[config.mk]
export PLATFORM = sky130hd
export DESIGN_NAME = quoted_string_escape_decoder
export DESIGN_NICKNAME = d
export VERILOG_FILES = /design/src/rtl/qsed_pkg.sv /design/src/rtl/qsed_decoder.sv /design/src/rtl/qsed_rsp_fifo.sv /design/src/rtl/quoted_string_escape_decoder.sv
export VERILOG_INCLUDE_DIRS = /design/src /design/src/rtl
export SDC_FILE = /design/constraint.sdc
export NUM_CORES = 1
export LEC_CHECK = 0
export BUFFER_PORTS_ARGS = -buffer_cell sky130_fd_sc_hd__buf_4
export CORE_AREA = 2 2 160 162
export DETAILED_ROUTE_END_ITERATION = 12
export DIE_AREA = 0 0 162 164
export GPL_TIMING_DRIVEN = 0
export PLACE_DENSITY = 0.54
export SYNTH_ARGS = -nofsm -noshare
export SYNTH_HDL_FRONTEND = slang
export SYNTH_HIERARCHICAL = 1
export SYNTH_SLANG_ARGS = --single-unit
[constraint.sdc]
create_clock -name clock -period 11.15 [get_ports clock]
set_input_delay 2.23 -clock clock [delete_from_list [all_inputs] [get_ports clock]]
set_output_delay 2.23 -clock clock [all_outputs]
set_load 0.02 [all_outputs]
[src/rtl/assert_macros.svh]
// Assertion macros shared by the decoder RTL files.
// No dependencies; simulation builds get the checks, synthesis sees empty bodies.
`ifndef ASSERT_MACROS_SVH
`define ASSERT_MACROS_SVH
`ifndef SYNTHESIS
// Check a clocked property, skipped while reset is high
`define ASSERT_CLK(lbl, clk, rst, prop) \
   lbl: assert property (@(posedge clk) disable iff (rst) prop) \
      else $error("assertion failed: property violated");
// Check that a condition never holds at a clock edge
`define ASSERT_NEVER(lbl, clk, rst, cond) \
   lbl: assert property (@(posedge clk) disable iff (rst) !(cond)) \
      else $error("assertion failed: forbidden condition seen");
`else
`define ASSERT_CLK(lbl, clk, rst, prop)
`define ASSERT_NEVER(lbl, clk, rst, cond)
`endif
`endif

[src/rtl/qsed_pkg.sv]
// Types, codes and lookup functions of the quoted string escape decoder.
// No dependencies; imported by every decoder module.
package qsed_pkg;

   // Characters with a role in the syntax
   localparam logic [15:0] QUOTE_SINGLE = 16'h0027;
   localparam logic [15:0] QUOTE_DOUBLE = 16'h0022;
   localparam logic [15:0] BACKSLASH    = 16'h005C;
   localparam logic [15:0] CHAR_LOWER_X = 16'h0078;
   localparam logic [15:0] CHAR_LOWER_U = 16'h0075;
   localparam logic [15:0] CHAR_UPPER_U = 16'h0055;

   // Status codes
   localparam logic [3:0] ERR_NONE      = 4'd0;
   localparam logic [3:0] ERR_TOO_SHORT = 4'd1;
   localparam logic [3:0] ERR_BAD_OPEN  = 4'd2;
   localparam logic [3:0] ERR_MISMATCH  = 4'd3;
   localparam logic [3:0] ERR_BAD_ESC   = 4'd4;
   localparam logic [3:0] ERR_BAD_HEX   = 4'd5;
   localparam logic [3:0] ERR_CUT_SHORT = 4'd6;
   localparam logic [3:0] ERR_RANGE     = 4'd7;
   localparam logic [3:0] ERR_SURROGATE = 4'd8;

   // Code point limits
   localparam logic [31:0] MAX_CODE_POINT = 32'h0010FFFF;
   localparam logic [31:0] MAX_BMP        = 32'h0000FFFF;
   localparam logic [20:0] SUPP_OFFSET    = 21'h010000;
   localparam logic [15:0] HIGH_SURR_BASE = 16'hD800;
   localparam logic [15:0] LOW_SURR_BASE  = 16'hDC00;
   localparam logic [15:0] SURR_LAST      = 16'hDFFF;

   // Result queue depth
   localparam int          RSP_DEPTH  = 4;
   localparam int          RSP_PTR_W  = $clog2(RSP_DEPTH);
   localparam int          RSP_CNT_W  = $clog2(RSP_DEPTH + 1);
   localparam logic [RSP_CNT_W-1:0] RSP_ROOM_LIMIT = RSP_CNT_W'(RSP_DEPTH - 2);

   // Scanner state
   typedef enum logic [2:0] {
      PH_TEXT   = 3'b001,
      PH_ESCAPE = 3'b010,
      PH_HEX    = 3'b100
   } phase_type;

   // Flavor of numeric escape
   typedef enum logic [1:0] {
      HEX_X     = 2'd0,
      HEX_U     = 2'd1,
      HEX_BIG_U = 2'd2
   } hex_kind_type;

   // One result transaction
   typedef struct packed {
      logic        kind;
      logic [15:0] code_unit;
      logic [3:0]  status;
      logic        done_res;
   } result_type;

   // Results produced by one input transaction
   typedef struct packed {
      logic [1:0]  count;
      result_type  res0;
      result_type  res1;
   } dec_out_type;

   typedef struct packed {
      logic       ok;
      logic [3:0] value;
   } hex_digit_type;

   typedef struct packed {
      logic       ok;
      logic [7:0] unit;
   } esc_map_type;

   // Value of one hex digit character
   function automatic hex_digit_type hex_digit(input logic [15:0] c);
      hex_digit_type r;
      r.ok    = 1'b1;
      r.value = 4'd0;
      if (c >= 16'h0030 && c <= 16'h0039) begin
         r.value = c[3:0];
      end else if ((c >= 16'h0061 && c <= 16'h0066) || (c >= 16'h0041 && c <= 16'h0046)) begin
         r.value = c[3:0] + 4'd9;
      end else begin
         r.ok = 1'b0;
      end
      return r;
   endfunction

   // Single-character escapes and the unit each one stands for
   function automatic esc_map_type esc_map(input logic [15:0] c);
      esc_map_type r;
      r.ok = 1'b1;
      case (c)
         16'h0027: r.unit = 8'h27;
         16'h0022: r.unit = 8'h22;
         16'h005C: r.unit = 8'h5C;
         16'h0030: r.unit = 8'h00;
         16'h0061: r.unit = 8'h07;
         16'h0062: r.unit = 8'h08;
         16'h0065: r.unit = 8'h1B;
         16'h0066: r.unit = 8'h0C;
         16'h006E: r.unit = 8'h0A;
         16'h0072: r.unit = 8'h0D;
         16'h0074: r.unit = 8'h09;
         16'h0076: r.unit = 8'h0B;
         default: begin
            r.ok   = 1'b0;
            r.unit = 8'h00;
         end
      endcase
      return r;
   endfunction

   // Build a decoded unit result
   function automatic result_type unit_result(input logic [15:0] u);
      result_type r;
      r.kind      = 1'b0;
      r.code_unit = u;
      r.status    = ERR_NONE;
      r.done_res  = 1'b0;
      return r;
   endfunction

   // Build a final status result
   function automatic result_type status_result(input logic [3:0] s);
      result_type r;
      r.kind      = 1'b1;
      r.code_unit = 16'h0000;
      r.status    = s;
      r.done_res  = 1'b1;
      return r;
   endfunction

endpackage

[src/rtl/qsed_decoder.sv]
// Scanner state and combinational decode of one registered code unit.
// Depends on qsed_pkg and assert_macros.svh.
`include "assert_macros.svh"

module qsed_decoder
   import qsed_pkg::*;
(
   input  logic         clock,
   input  logic         reset,
   input  logic         fire,
   input  logic [15:0]  in_char,
   input  logic         in_last,
   output dec_out_type  dec_out
);

   logic         seen_first_ff, seen_first_in;
   logic         quote_single_ff, quote_single_in;
   phase_type    phase_ff, phase_in;
   logic [3:0]   digits_left_ff, digits_left_in;
   hex_kind_type hex_kind_ff, hex_kind_in;
   logic [31:0]  hex_accum_ff, hex_accum_in;
   logic [3:0]   err_ff, err_in;

   hex_digit_type digit;
   esc_map_type   esc;
   logic [31:0]   hex_value;
   logic [20:0]   supp_value;
   logic [15:0]   closing_quote;
   logic [3:0]    final_status;

   assign digit         = hex_digit(in_char);
   assign esc           = esc_map(in_char);
   assign hex_value     = {hex_accum_ff[27:0], digit.value};
   assign supp_value    = hex_value[20:0] - SUPP_OFFSET;
   assign closing_quote = quote_single_ff ? QUOTE_SINGLE : QUOTE_DOUBLE;

   // Pick the status for the closing unit: bad open wins, then a wrong closing quote, then the first content error
   always_comb begin
      if (err_ff == ERR_BAD_OPEN) begin
         final_status = ERR_BAD_OPEN;
      end else if (in_char != closing_quote) begin
         final_status = ERR_MISMATCH;
      end else if (err_ff != ERR_NONE) begin
         final_status = err_ff;
      end else if (phase_ff != PH_TEXT) begin
         final_status = ERR_CUT_SHORT;
      end else begin
         final_status = ERR_NONE;
      end
   end

   // Decode the current unit and advance the scanner
   always_comb begin
      seen_first_in   = seen_first_ff;
      quote_single_in = quote_single_ff;
      phase_in        = phase_ff;
      digits_left_in  = digits_left_ff;
      hex_kind_in     = hex_kind_ff;
      hex_accum_in    = hex_accum_ff;
      err_in          = err_ff;
      dec_out.count   = 2'd0;
      dec_out.res0    = unit_result(16'h0000);
      dec_out.res1    = unit_result(16'h0000);

      if (fire) begin
         if (!seen_first_ff) begin
            if (in_last) begin
               dec_out.count   = 2'd1;
               dec_out.res0    = status_result(ERR_TOO_SHORT);
               quote_single_in = 1'b0;
               phase_in        = PH_TEXT;
               err_in          = ERR_NONE;
            end else begin
               seen_first_in = 1'b1;
               if (in_char == QUOTE_SINGLE) begin
                  quote_single_in = 1'b1;
               end else if (in_char == QUOTE_DOUBLE) begin
                  quote_single_in = 1'b0;
               end else begin
                  err_in = ERR_BAD_OPEN;
               end
            end
         end else if (in_last) begin
            // Closing unit: report and return to the reset state
            dec_out.count   = 2'd1;
            dec_out.res0    = status_result(final_status);
            seen_first_in   = 1'b0;
            quote_single_in = 1'b0;
            phase_in        = PH_TEXT;
            err_in          = ERR_NONE;
         end else if (err_ff != ERR_NONE) begin
            // Drop content after an error
            dec_out.count = 2'd0;
         end else if (quote_single_ff) begin
            dec_out.count = 2'd1;
            dec_out.res0  = unit_result(in_char);
         end else begin
            case (phase_ff)
               PH_TEXT: begin
                  if (in_char == BACKSLASH) begin
                     phase_in = PH_ESCAPE;
                  end else begin
                     dec_out.count = 2'd1;
                     dec_out.res0  = unit_result(in_char);
                  end
               end
               PH_ESCAPE: begin
                  phase_in     = PH_TEXT;
                  hex_accum_in = 32'h0;
                  if (in_char == CHAR_LOWER_X) begin
                     phase_in       = PH_HEX;
                     hex_kind_in    = HEX_X;
                     digits_left_in = 4'd2;
                  end else if (in_char == CHAR_LOWER_U) begin
                     phase_in       = PH_HEX;
                     hex_kind_in    = HEX_U;
                     digits_left_in = 4'd4;
                  end else if (in_char == CHAR_UPPER_U) begin
                     phase_in       = PH_HEX;
                     hex_kind_in    = HEX_BIG_U;
                     digits_left_in = 4'd8;
                  end else if (esc.ok) begin
                     dec_out.count = 2'd1;
                     dec_out.res0  = unit_result({8'h00, esc.unit});
                  end else begin
                     err_in = ERR_BAD_ESC;
                  end
               end
               PH_HEX: begin
                  if (!digit.ok) begin
                     err_in   = ERR_BAD_HEX;
                     phase_in = PH_TEXT;
                  end else begin
                     hex_accum_in   = hex_value;
                     digits_left_in = digits_left_ff - 4'd1;
                     if (digits_left_ff == 4'd1) begin
                        // Last digit: emit the value or flag it
                        phase_in = PH_TEXT;
                        if (hex_kind_ff != HEX_BIG_U) begin
                           dec_out.count = 2'd1;
                           dec_out.res0  = unit_result(hex_value[15:0]);
                        end else if (hex_value > MAX_CODE_POINT) begin
                           err_in = ERR_RANGE;
                        end else if (hex_value > MAX_BMP) begin
                           dec_out.count = 2'd2;
                           dec_out.res0  = unit_result(HIGH_SURR_BASE
                                                       + {6'b0, supp_value[19:10]});
                           dec_out.res1  = unit_result(LOW_SURR_BASE
                                                       + {6'b0, supp_value[9:0]});
                        end else if (hex_value[15:0] >= HIGH_SURR_BASE
                                     && hex_value[15:0] <= SURR_LAST) begin
                           err_in = ERR_SURROGATE;
                        end else begin
                           dec_out.count = 2'd1;
                           dec_out.res0  = unit_result(hex_value[15:0]);
                        end
                     end
                  end
               end
               default: begin
                  phase_in = PH_TEXT;
               end
            endcase
         end
      end
   end

   // Hold control state, clear it on reset
   always_ff @(posedge clock) begin
      if (reset) begin
         seen_first_ff   <= 1'b0;
         quote_single_ff <= 1'b0;
         phase_ff        <= PH_TEXT;
         err_ff          <= ERR_NONE;
      end else begin
         seen_first_ff   <= seen_first_in;
         quote_single_ff <= quote_single_in;
         phase_ff        <= phase_in;
         err_ff          <= err_in;
      end
   end

   // Numeric escape registers, not reset: loaded at each escape start and updated per digit
   always_ff @(posedge clock) begin
      digits_left_ff <= digits_left_in;
      hex_kind_ff    <= hex_kind_in;
      hex_accum_ff   <= hex_accum_in;
   end

   `ASSERT_CLK(a_clear_after_status, clock, reset, (fire && in_last) |=> (!seen_first_ff && err_ff == ERR_NONE && phase_ff == PH_TEXT))
   `ASSERT_CLK(a_pair_is_surrogate, clock, reset, (dec_out.count == 2'd2) |-> (dec_out.res0.code_unit[15:10] == 6'b110110 && dec_out.res1.code_unit[15:10] == 6'b110111))
   `ASSERT_CLK(a_quiet_after_error, clock, reset, (fire && seen_first_ff && !in_last && err_ff != ERR_NONE) |-> (dec_out.count == 2'd0))

endmodule

[src/rtl/qsed_rsp_fifo.sv]
// Result queue: takes up to two results a cycle, hands one out per transaction.
// Depends on qsed_pkg and assert_macros.svh.
`include "assert_macros.svh"

module qsed_rsp_fifo
   import qsed_pkg::*;
(
   input  logic        clock,
   input  logic        reset,
   input  dec_out_type push,
   output logic        room,
   output logic        out_valid,
   input  logic        out_ready,
   output result_type  out_data
);

   result_type             entry_ff [RSP_DEPTH];
   logic [RSP_PTR_W-1:0]   wr_ptr_ff, wr_ptr_in;
   logic [RSP_PTR_W-1:0]   rd_ptr_ff, rd_ptr_in;
   logic [RSP_CNT_W-1:0]   count_ff, count_in;
   logic [RSP_PTR_W-1:0]   wr_next;
   logic                   pop;
   logic [RSP_CNT_W-1:0]   count_after_pop;

   assign out_valid       = (count_ff != '0);
   assign out_data        = entry_ff[rd_ptr_ff];
   assign pop             = out_valid && out_ready;
   assign count_after_pop = count_ff - RSP_CNT_W'(pop);
   // Room for a full two-result push
   assign room            = (count_after_pop <= RSP_ROOM_LIMIT);
   assign wr_next         = wr_ptr_ff + RSP_PTR_W'(1);

   // Advance pointers and count
   always_comb begin
      wr_ptr_in = wr_ptr_ff + RSP_PTR_W'(push.count);
      rd_ptr_in = rd_ptr_ff + RSP_PTR_W'(pop);
      count_in  = count_after_pop + RSP_CNT_W'(push.count);
   end

   always_ff @(posedge clock) begin
      if (reset) begin
         wr_ptr_ff <= '0;
         rd_ptr_ff <= '0;
         count_ff  <= '0;
      end else begin
         wr_ptr_ff <= wr_ptr_in;
         rd_ptr_ff <= rd_ptr_in;
         count_ff  <= count_in;
      end
   end

   // Write the new results
   always_ff @(posedge clock) begin
      if (push.count != 2'd0) begin
         entry_ff[wr_ptr_ff] <= push.res0;
      end
      if (push.count == 2'd2) begin
         entry_ff[wr_next] <= push.res1;
      end
   end

   `ASSERT_NEVER(a_no_overflow, clock, reset, count_ff > RSP_CNT_W'(RSP_DEPTH))

endmodule

[src/rtl/quoted_string_escape_decoder.sv]
// Quoted string escape decoder: one UTF-16 code unit per cycle in, while the
// result queue has room. A result passes through the input register and the
// result queue; a \U escape above the BMP gives two results, pushed together.
// Throughput bounded by the one-result-per-cycle output port while rsp_tready is high.
// Reset (synchronous, active high) clears scanner control state and empties the queue.
// Depends on qsed_pkg, qsed_decoder and qsed_rsp_fifo.

module quoted_string_escape_decoder
   import qsed_pkg::*;
(
   input  logic        clock,
   input  logic        reset,
   input  logic        req_tvalid,
   output logic        req_tready,
   input  logic [15:0] req_tdata,   // [15:0] char_in
   input  logic        req_tlast,   // end_of_text
   output logic        rsp_tvalid,
   input  logic        rsp_tready,
   output logic [23:0] rsp_tdata,   // [15:0] code_unit, [19:16] status, [23:20] zero
   output logic        rsp_tlast,   // done_res
   output logic        rsp_tuser    // kind
);

   logic        in_valid_ff, in_valid_in;
   logic [15:0] in_char_ff;
   logic        in_last_ff;
   logic        room;
   logic        fire;
   logic        req_accept;
   dec_out_type dec_out;
   result_type  head;

   assign fire       = in_valid_ff && room;
   assign req_tready = !in_valid_ff || fire;
   assign req_accept = req_tvalid && req_tready;

   // Input register: load on accept, drain when decoded
   always_comb begin
      in_valid_in = in_valid_ff;
      if (req_accept) begin
         in_valid_in = 1'b1;
      end else if (fire) begin
         in_valid_in = 1'b0;
      end
   end

   always_ff @(posedge clock) begin
      if (reset) begin
         in_valid_ff <= 1'b0;
      end else begin
         in_valid_ff <= in_valid_in;
      end
   end

   always_ff @(posedge clock) begin
      if (req_accept) begin
         in_char_ff <= req_tdata;
         in_last_ff <= req_tlast;
      end
   end

   qsed_decoder u_decoder (
      .clock   (clock),
      .reset   (reset),
      .fire    (fire),
      .in_char (in_char_ff),
      .in_last (in_last_ff),
      .dec_out (dec_out)
   );

   qsed_rsp_fifo u_rsp_fifo (
      .clock     (clock),
      .reset     (reset),
      .push      (dec_out),
      .room      (room),
      .out_valid (rsp_tvalid),
      .out_ready (rsp_tready),
      .out_data  (head)
   );

   // Pack the result transaction
   assign rsp_tdata = {4'b0000, head.status, head.code_unit};
   assign rsp_tlast = head.done_res;
   assign rsp_tuser = head.kind;

endmodule

==> metrics, run 1 <==
Residual DRC=0; stages on the worst setup path=16; ys async rst share=0; final setup margin=4.93 ns; Comb power frac=0.228; Synth Warn #=6; CP Capture Point=u_rsp_fifo/entry_ff[2][13]$_DFFE_PP_; height of the chip=164 um; setup_tns=0 ns; Core Box Area=0.0248 mm2; Max-Cap Viols=0; gr ovfl total=0; first-pass GRT wire length=33.8 mm; Max Fclk=161 MHz; Setup crit start kind=input port; Post-Synth Simple-Gate Area=0.141; number of synthesized register bits=156; pwr dens=164 mW/mm2; Max stage delay cell, worst path=a21o_1; CTS Hold Bufs=0; adder-cell share of the synthesized area=0.0193; clk sinks=156; P&R area growth vs syn=16.7%; crit path cell chain=buf_4, o31a_1, ha_1, ha_1, xor2_1, a21oi_1, and2_2, nand4b_1, nor2_1, nand3_2, inv_2, buf_2, nor4bb_1, buf_2, buf_6, a21o_1; Flop pwr share=0.416; VDD IR max=0.0825 mV; largest family of logic cells by synthesized area=multiplexers; DRT antenna net count=0; area leader, netlist=edfxtp_1; clock power share=0.356; H-tree depth=4; Worst Tran Pin Value=1.18 ns; pin count of the biggest net entering global routing=30; crit path time final=6.22 ns; min-delay worst type=reg -> reg; vias in the first global route=5846; Pint=1.19 mW; Initial Utilization=0.355; I/O pin cnt=49; post-CTS setup buffers=0; unrepaired setup endpoints after global routing=no; CP arrival=6.27 ns; ys flop type=edfxtp_1; Antenna diodes=0; EDFF count, synth=139; post-synth top area share=0.474; Synth Area per Inst=12.7 um2; Final setup violation count=0; placed cell area=0.00967 mm2; gpl congestion=0.883; DR vias/cell=5.26; crit-path leading delay family=simple AND/OR/NAND/NOR gates; NetSw=0.488 mW; count of pins over their slew limit=0; Buf/Inv on CP=5; Slew Limit Headroom=0.212; status=finished clean; Worst EP required=11.19 ns; Register-to-Register Path Depth=12; Final period util=0.558; Setup CP Type=in -> reg; Reg clk slew, reported paths=0.06 ns; Chip Width=162 um; CTS tree=built; Synth Instances=695; Setup WS pre-CTS=4.43 ns; fin nets=803; Pre-Repair DR Iteration Count=5; drt initial violations=482; top cells by count, synth=edfxtp_1, nor2_1, mux2_2, mux2_1, nand2_1; DR vias=5849; distinct cell type count after synthesis=88; top-count cell post-synth=edfxtp_1; Worst R2R Start=in_char_ff[1]$_DFFE_PP_; synth top area cells=edfxtp_1, mux2_2, mux4_2; Synth Area in Compound Gates=0.0838; clock skew=0.0152 ns; fraction of layout cells with a size suffix above 1=0.274; register area share after synthesis=0.513; Inst Count DP=1080; Hold Vio Cnt, Final=0; detailed placement HPWL=15.2 mm; clock latency on the worst-skew pair=0.44 ns; GRT Total Usage=0.170; critical path peak fanout=22; Lkg Pwr=3.76 nW; Resized Gates After CTS=0; Worst R2R Setup Slack=6.08 ns; CP startpoint=rsp_tready; xor-xnor portion of the synthesized cell area=0.0131; Mapped Area=0.00881 mm2; final std cells w/o fill=1112; Design Area, Final=0.0103 mm2; end of the worst register-to-register path=u_rsp_fifo/entry_ff[2][13]$_DFFE_PP_; die area=0.0266 mm2; Max Buffers Root-to-Sink=2; CP Capture Type=flip-flop; switch share=0.290; Root Driver=clkbuf_16; Cell Rows=58; initial antenna violation count=0; detailed-route wire length per cell=19.3 um; CTS buffer count=17; final WL=21.4 mm; post-synthesis mux area share=0.183; crit-path max cell delay=0.90 ns; port bufs=44
[state kept, by name (all words and copies together), names as in the netlist]
signal / count
u_rsp_fifo/rd_ptr_ff: 2
in_valid_ff: 1
u_decoder/hex_kind_ff: 2
u_decoder/err_ff: 4
u_rsp_fifo/count_ff: 3
u_rsp_fifo/wr_ptr_ff: 2
in_char_ff: 16
u_decoder/seen_first_ff: 1
u_decoder/hex_accum_ff: 28
u_decoder/phase_ff: 3
u_decoder/digits_left_ff: 4
in_last_ff: 1
u_rsp_fifo/entry_ff: 88
u_decoder/quote_single_ff: 1
[cells by family (layout without fill, tap and decap cells)]
logic type	Yosys count	after routing
AND/OR/NAND/NOR	215	215
flip-flops	156	156
multiplexers	122	122
buffers and inverters	71	149
other	2	11
AO/OA/AOI/OAI	106	106
XOR/XNOR	10	10
adder cells (fa/ha/maj)	13	13
[metal layers]
layer	routed length (um)	global-route usage
met5	0	0
met4	382	0.0491
met3	875	0.0311
met2	10100	0.276
met1	10100	0.235
[stage by stage]
stage | total power [mW] | utilization | hold WS [ns]
after global placement | 1.09 | 0.386 | 0.492
after floorplan | 0.966 | - | 0.465
final | 1.68 | 0.414 | 0.498
after detailed placement | 1.10 | 0.390 | 0.496
after global routing | 1.76 | 0.414 | 0.533
after CTS | 1.70 | 0.414 | 0.504
[cell usage in the layout, fill, tap and decap left out, types with 16 or more instances in the layout]
cell type	count
dfxtp_1	17
a21oi_1	19
inv_1	16
mux2_2	50
nand2_1	33
clkbuf_16	17
mux2_1	41
o21ai_0	19
buf_4	63
mux4_2	22
and3_1	25
clkbuf_1	17
edfxtp_1	139
nor2_1	53
[worst reg2reg max path: cells and delay by family (launching register included)]
family                     cells  cell delay (ns)
buffers and inverters          3             0.62
DFF                            1             0.56
AOI/OAI and AO/OA              5             2.10
adders and majority gates      1             0.29
and+or+nand+nor                2             0.85
muxes                          1             0.25
[power by group through the flow]
stage | Combinational, mW | Sequential [mW] | Clock, mW
detailed placement | 0.388 | 0.713 | 0
global route | 0.418 | 0.705 | 0.637
global placement | 0.377 | 0.714 | 0
CTS | 0.390 | 0.700 | 0.613
floorplan | 0.260 | 0.705 | 0
finish | 0.383 | 0.700 | 0.599
[worst min path at each step]
stage	startpoint	endpoint	cells past startpoint	slack, ns
floorplan	u_decoder/err_ff[0]$_SDFFE_PP0P_	u_decoder/err_ff[0]$_SDFFE_PP0P_	2	0.47
global placement	in_valid_ff$_SDFFE_PP0P_	in_valid_ff$_SDFFE_PP0P_	2	0.49
detailed placement	in_valid_ff$_SDFFE_PP0P_	in_valid_ff$_SDFFE_PP0P_	2	0.50
CTS	in_valid_ff$_SDFFE_PP0P_	in_valid_ff$_SDFFE_PP0P_	2	0.50
global route	in_valid_ff$_SDFFE_PP0P_	in_valid_ff$_SDFFE_PP0P_	2	0.53
finish	in_valid_ff$_SDFFE_PP0P_	in_valid_ff$_SDFFE_PP0P_	2	0.50
[area by class of cell]
class	count	area, um2
buffer	53	338
clock buffer	17	425
clock inverter	15	181
fill	2369	14500
inverter	18	67.6
multi-input combinational	477	3960
sequential	156	4510
tap	330	413
timing repair buffer	46	385
(Power assumes the default switching activity.)
==> inputs of run 2 (changes only) <==
--- a/config.mk
+++ b/config.mk
@@ -6,10 +6,11 @@
 export SDC_FILE = /design/constraint.sdc
 export NUM_CORES = 1
 export LEC_CHECK = 0
+export ABC_AREA = 1
 export BUFFER_PORTS_ARGS = -buffer_cell sky130_fd_sc_hd__buf_4
-export CORE_AREA = 2 2 160 162
+export CORE_AREA = 2 2 169 171
 export DETAILED_ROUTE_END_ITERATION = 12
-export DIE_AREA = 0 0 162 164
+export DIE_AREA = 0 0 171 173
 export GPL_TIMING_DRIVEN = 0
 export PLACE_DENSITY = 0.54
 export SYNTH_ARGS = -nofsm -noshare
==> constraint.sdc (replaced) <==
create_clock -name clock -period 5.85 [get_ports clock]
set_input_delay 1.17 -clock clock [delete_from_list [all_inputs] [get_ports clock]]
set_output_delay 1.17 -clock clock [all_outputs]
set_load 0.02 [all_outputs]
==> run 2 against run 1 <==
Net effect: die area up 11%; area after synthesis rose by 12%; via count rose by 43%; flip-flop and latch count unchanged; routed wire length up 41%; sequential power grew 94%; critical path type unchanged; critical endpoint is now u_rsp_fifo/entry_ff[2][10]$_DFFE_PP_; largest cell class unchanged; largest power group unchanged.
==> metrics, run 2 <==
gr ovfl total=0; I/O pin cnt=49; commonest non-fill, non-tap cell in the layout=nand2_1; clock power share=0.324; post-CTS setup buffers=0; Synth Instances=1161; detailed-route wire length per cell=18.5 um; Worst Tran Pin Value=1.01 ns; Design Area, Final=0.0115 mm2; H-tree depth=4; Hold EP=in_valid_ff$_SDFFE_PP0P_; Register-to-Register Path Depth=15; Flop pwr share=0.392; min-delay worst type=reg -> reg; Comb power frac=0.284; EDFF count, synth=139; DR vias/cell=5.14; Slew Limit Headroom=0.323; Core Box Area=0.0276 mm2; register area share after synthesis=0.458; CP arrival=5.07 ns; Pre-Repair DR Iteration Count=5; Setup WS pre-CTS=0.505 ns; DRT antenna net count=0; CTS buffer count=17; Setup crit start kind=input port; critical path peak fanout=12; switch share=0.367; clk sinks=156; area leader, netlist=edfxtp_1; pwr dens=303 mW/mm2; unrepaired setup endpoints after global routing=no; final WL=30.2 mm; vias in the first global route=8001; clock latency on the worst-skew pair=0.44 ns; distinct cell type count after synthesis=53; Synth Warn #=6; end of the worst register-to-register path=u_rsp_fifo/entry_ff[2][10]$_DFFE_PP_; CTS tree=built; Antenna diodes=0; placed cell area=0.0109 mm2; Biggest register=u_rsp_fifo/entry_ff; Worst R2R Start=in_char_ff[1]$_DFFE_PP_; Lkg Pwr=4.50 nW; total power=3.48 mW; drt initial violations=694; most frequent cells in the layout=nand2_1, nor2_1, edfxtp_1; VDD IR max=0.186 mV; Synth Area per Inst=8.50 um2; Largest register FFs=88; CTS Hold Bufs=0; synth top area cells=edfxtp_1, nand2_1, o21ai_2; Residual DRC=0; CP startpoint=rsp_tready; Root Driver=clkbuf_16; ys async rst share=0; Final period util=0.842; initial antenna violation count=0; GRT Total Usage=0.208; Setup CP Type=in -> reg; Reg clk slew, reported paths=0.07 ns; pin count of the biggest net entering global routing=19; number of synthesized register bits=156; Resized Gates After CTS=0; NetSw=1.28 mW; Final Util=0.416; Max Buffers Root-to-Sink=2; gpl congestion=0.918; post-synth top area share=0.423; Min Hold Slack=0.518 ns; die area=0.0296 mm2; Initial Utilization=0.357; Cell Rows=61; top cells by count, synth=nand2_1, nor2_1, edfxtp_1, inv_1; detailed placement HPWL=22.0 mm; Max-Cap Viols=0; Final setup violation count=0; Worst EP required=5.99 ns; Pint=2.20 mW; crit path time final=4.92 ns; clock skew=0.0159 ns; port bufs=44; fraction of layout cells with a size suffix above 1=0.211; Max Fclk=203 MHz; count of pins over their slew limit=0; fin nets=1274; ys flop type=edfxtp_1; DR vias=8390; height of the chip=173 um; Worst Hold Launch=in_valid_ff$_SDFFE_PP0P_; top-count cell post-synth=nand2_1; Worst R2R Setup Slack=1.09 ns; filler cell count=2807; final setup margin=0.927 ns; P&R area growth vs syn=16.4%; Chip Width=171 um; Hold Path Depth=2; CP Capture Type=flip-flop; first-pass GRT wire length=46.5 mm; status=finished clean; Mapped Area=0.00987 mm2; Hold Vio Cnt, Final=0; Top Registers=u_rsp_fifo/entry_ff (88), u_decoder/hex_accum_ff (28), in_char_ff (16)
[run 2: cell types whose count changed after synthesis, sizes merged, moves of 12 or more]
cell   change
o21ai    +136
nand2    +187
and3      -25
mux2      -92
o22ai     +23
nand4     +20
nand3     +80
mux4      -22
and2      -13
nor2     +123
inv      +125
buf       +12
[run 2: worst max-delay path by stage]
stage          slack (ns)                                   end  cells after the start
6_report             0.93  u_rsp_fifo/entry_ff[2][10]$_DFFE_PP_                     15
5_1_grt              0.64   u_rsp_fifo/entry_ff[0][6]$_DFFE_PP_                     15
4_1_cts              0.96  u_rsp_fifo/entry_ff[2][10]$_DFFE_PP_                     15
3_5_place_dp         0.50  u_rsp_fifo/entry_ff[2][14]$_DFFE_PP_                     15
3_3_place_gp        -1.85  u_rsp_fifo/entry_ff[0][14]$_DFFE_PP_                     14
2_1_floorplan        0.53   u_rsp_fifo/entry_ff[0][0]$_DFFE_PP_                     13
[run 2: stage by stage]
step                setup TNS [ns]  std cells
floorplan                        0       1170
global placement           -160.79       1592
detailed placement               0       1599
CTS                              0       1631
global route                     0       1631
finish                           0       1631
[run 2: per-layer routing]
metal / share of wire / up-vias / track usage
met4: 0.037 / 0 / 0.0855
met5: 0 / - / 0
met3: 0.053 / 71 / 0.0282
met2: 0.47 / 308 / 0.338
met1: 0.44 / 3935 / 0.279
li1: - / 4076 / -
[run 2: layout make-up]
class,instances,area (um2),share of cell area
well taps,378,473,0.0412
multi-input cells,806,4430,0.386
clock buffers,17,425,0.0370
plain buffers,64,474,0.0413
clock inverters,15,170,0.0148
inverters,144,543,0.0473
flip-flops and latches,156,4510,0.393
repair buffers,51,453,0.0394
[run 2: power by group through the flow]
| stage | clock [mW] | combinational (mW) | sequential, mW |
|---|---|---|---|
| floorplan | 0 | 0.623 | 1.37 |
| global placement | 0 | 0.946 | 1.39 |
| detailed placement | 0 | 0.983 | 1.39 |
| CTS | 1.15 | 0.986 | 1.36 |
| global route | 1.19 | 1.09 | 1.37 |
| finish | 1.13 | 0.986 | 1.36 |
[run 2: worst max-delay path: stages]
cell,delay [ns]
buf_4,0.09
a21boi_0,0.28
ha_1,0.21
ha_1,0.15
xor2_1,0.10
a21oi_1,0.20
nand2_1,0.08
inv_1,0.18
nand3_1,0.19
nor4_1,0.40
inv_1,0.22
nor2_1,0.43
nor2_1,0.30
o31ai_4,0.82
buf_8,0.25
[run 2: logic make-up after synthesis]
kind of cell | Yosys count | synth area share
buffers and inverters | 208 | 0.103
AO/OA/AOI/OAI | 246 | 0.164
other | 2 | 0.000761
adder cells (fa/ha/maj) | 13 | 0.0172
XOR/XNOR | 6 | 0.00533
AND/OR/NAND/NOR | 529 | 0.251
multiplexers | 1 | 0.00101
flip-flops | 156 | 0.458
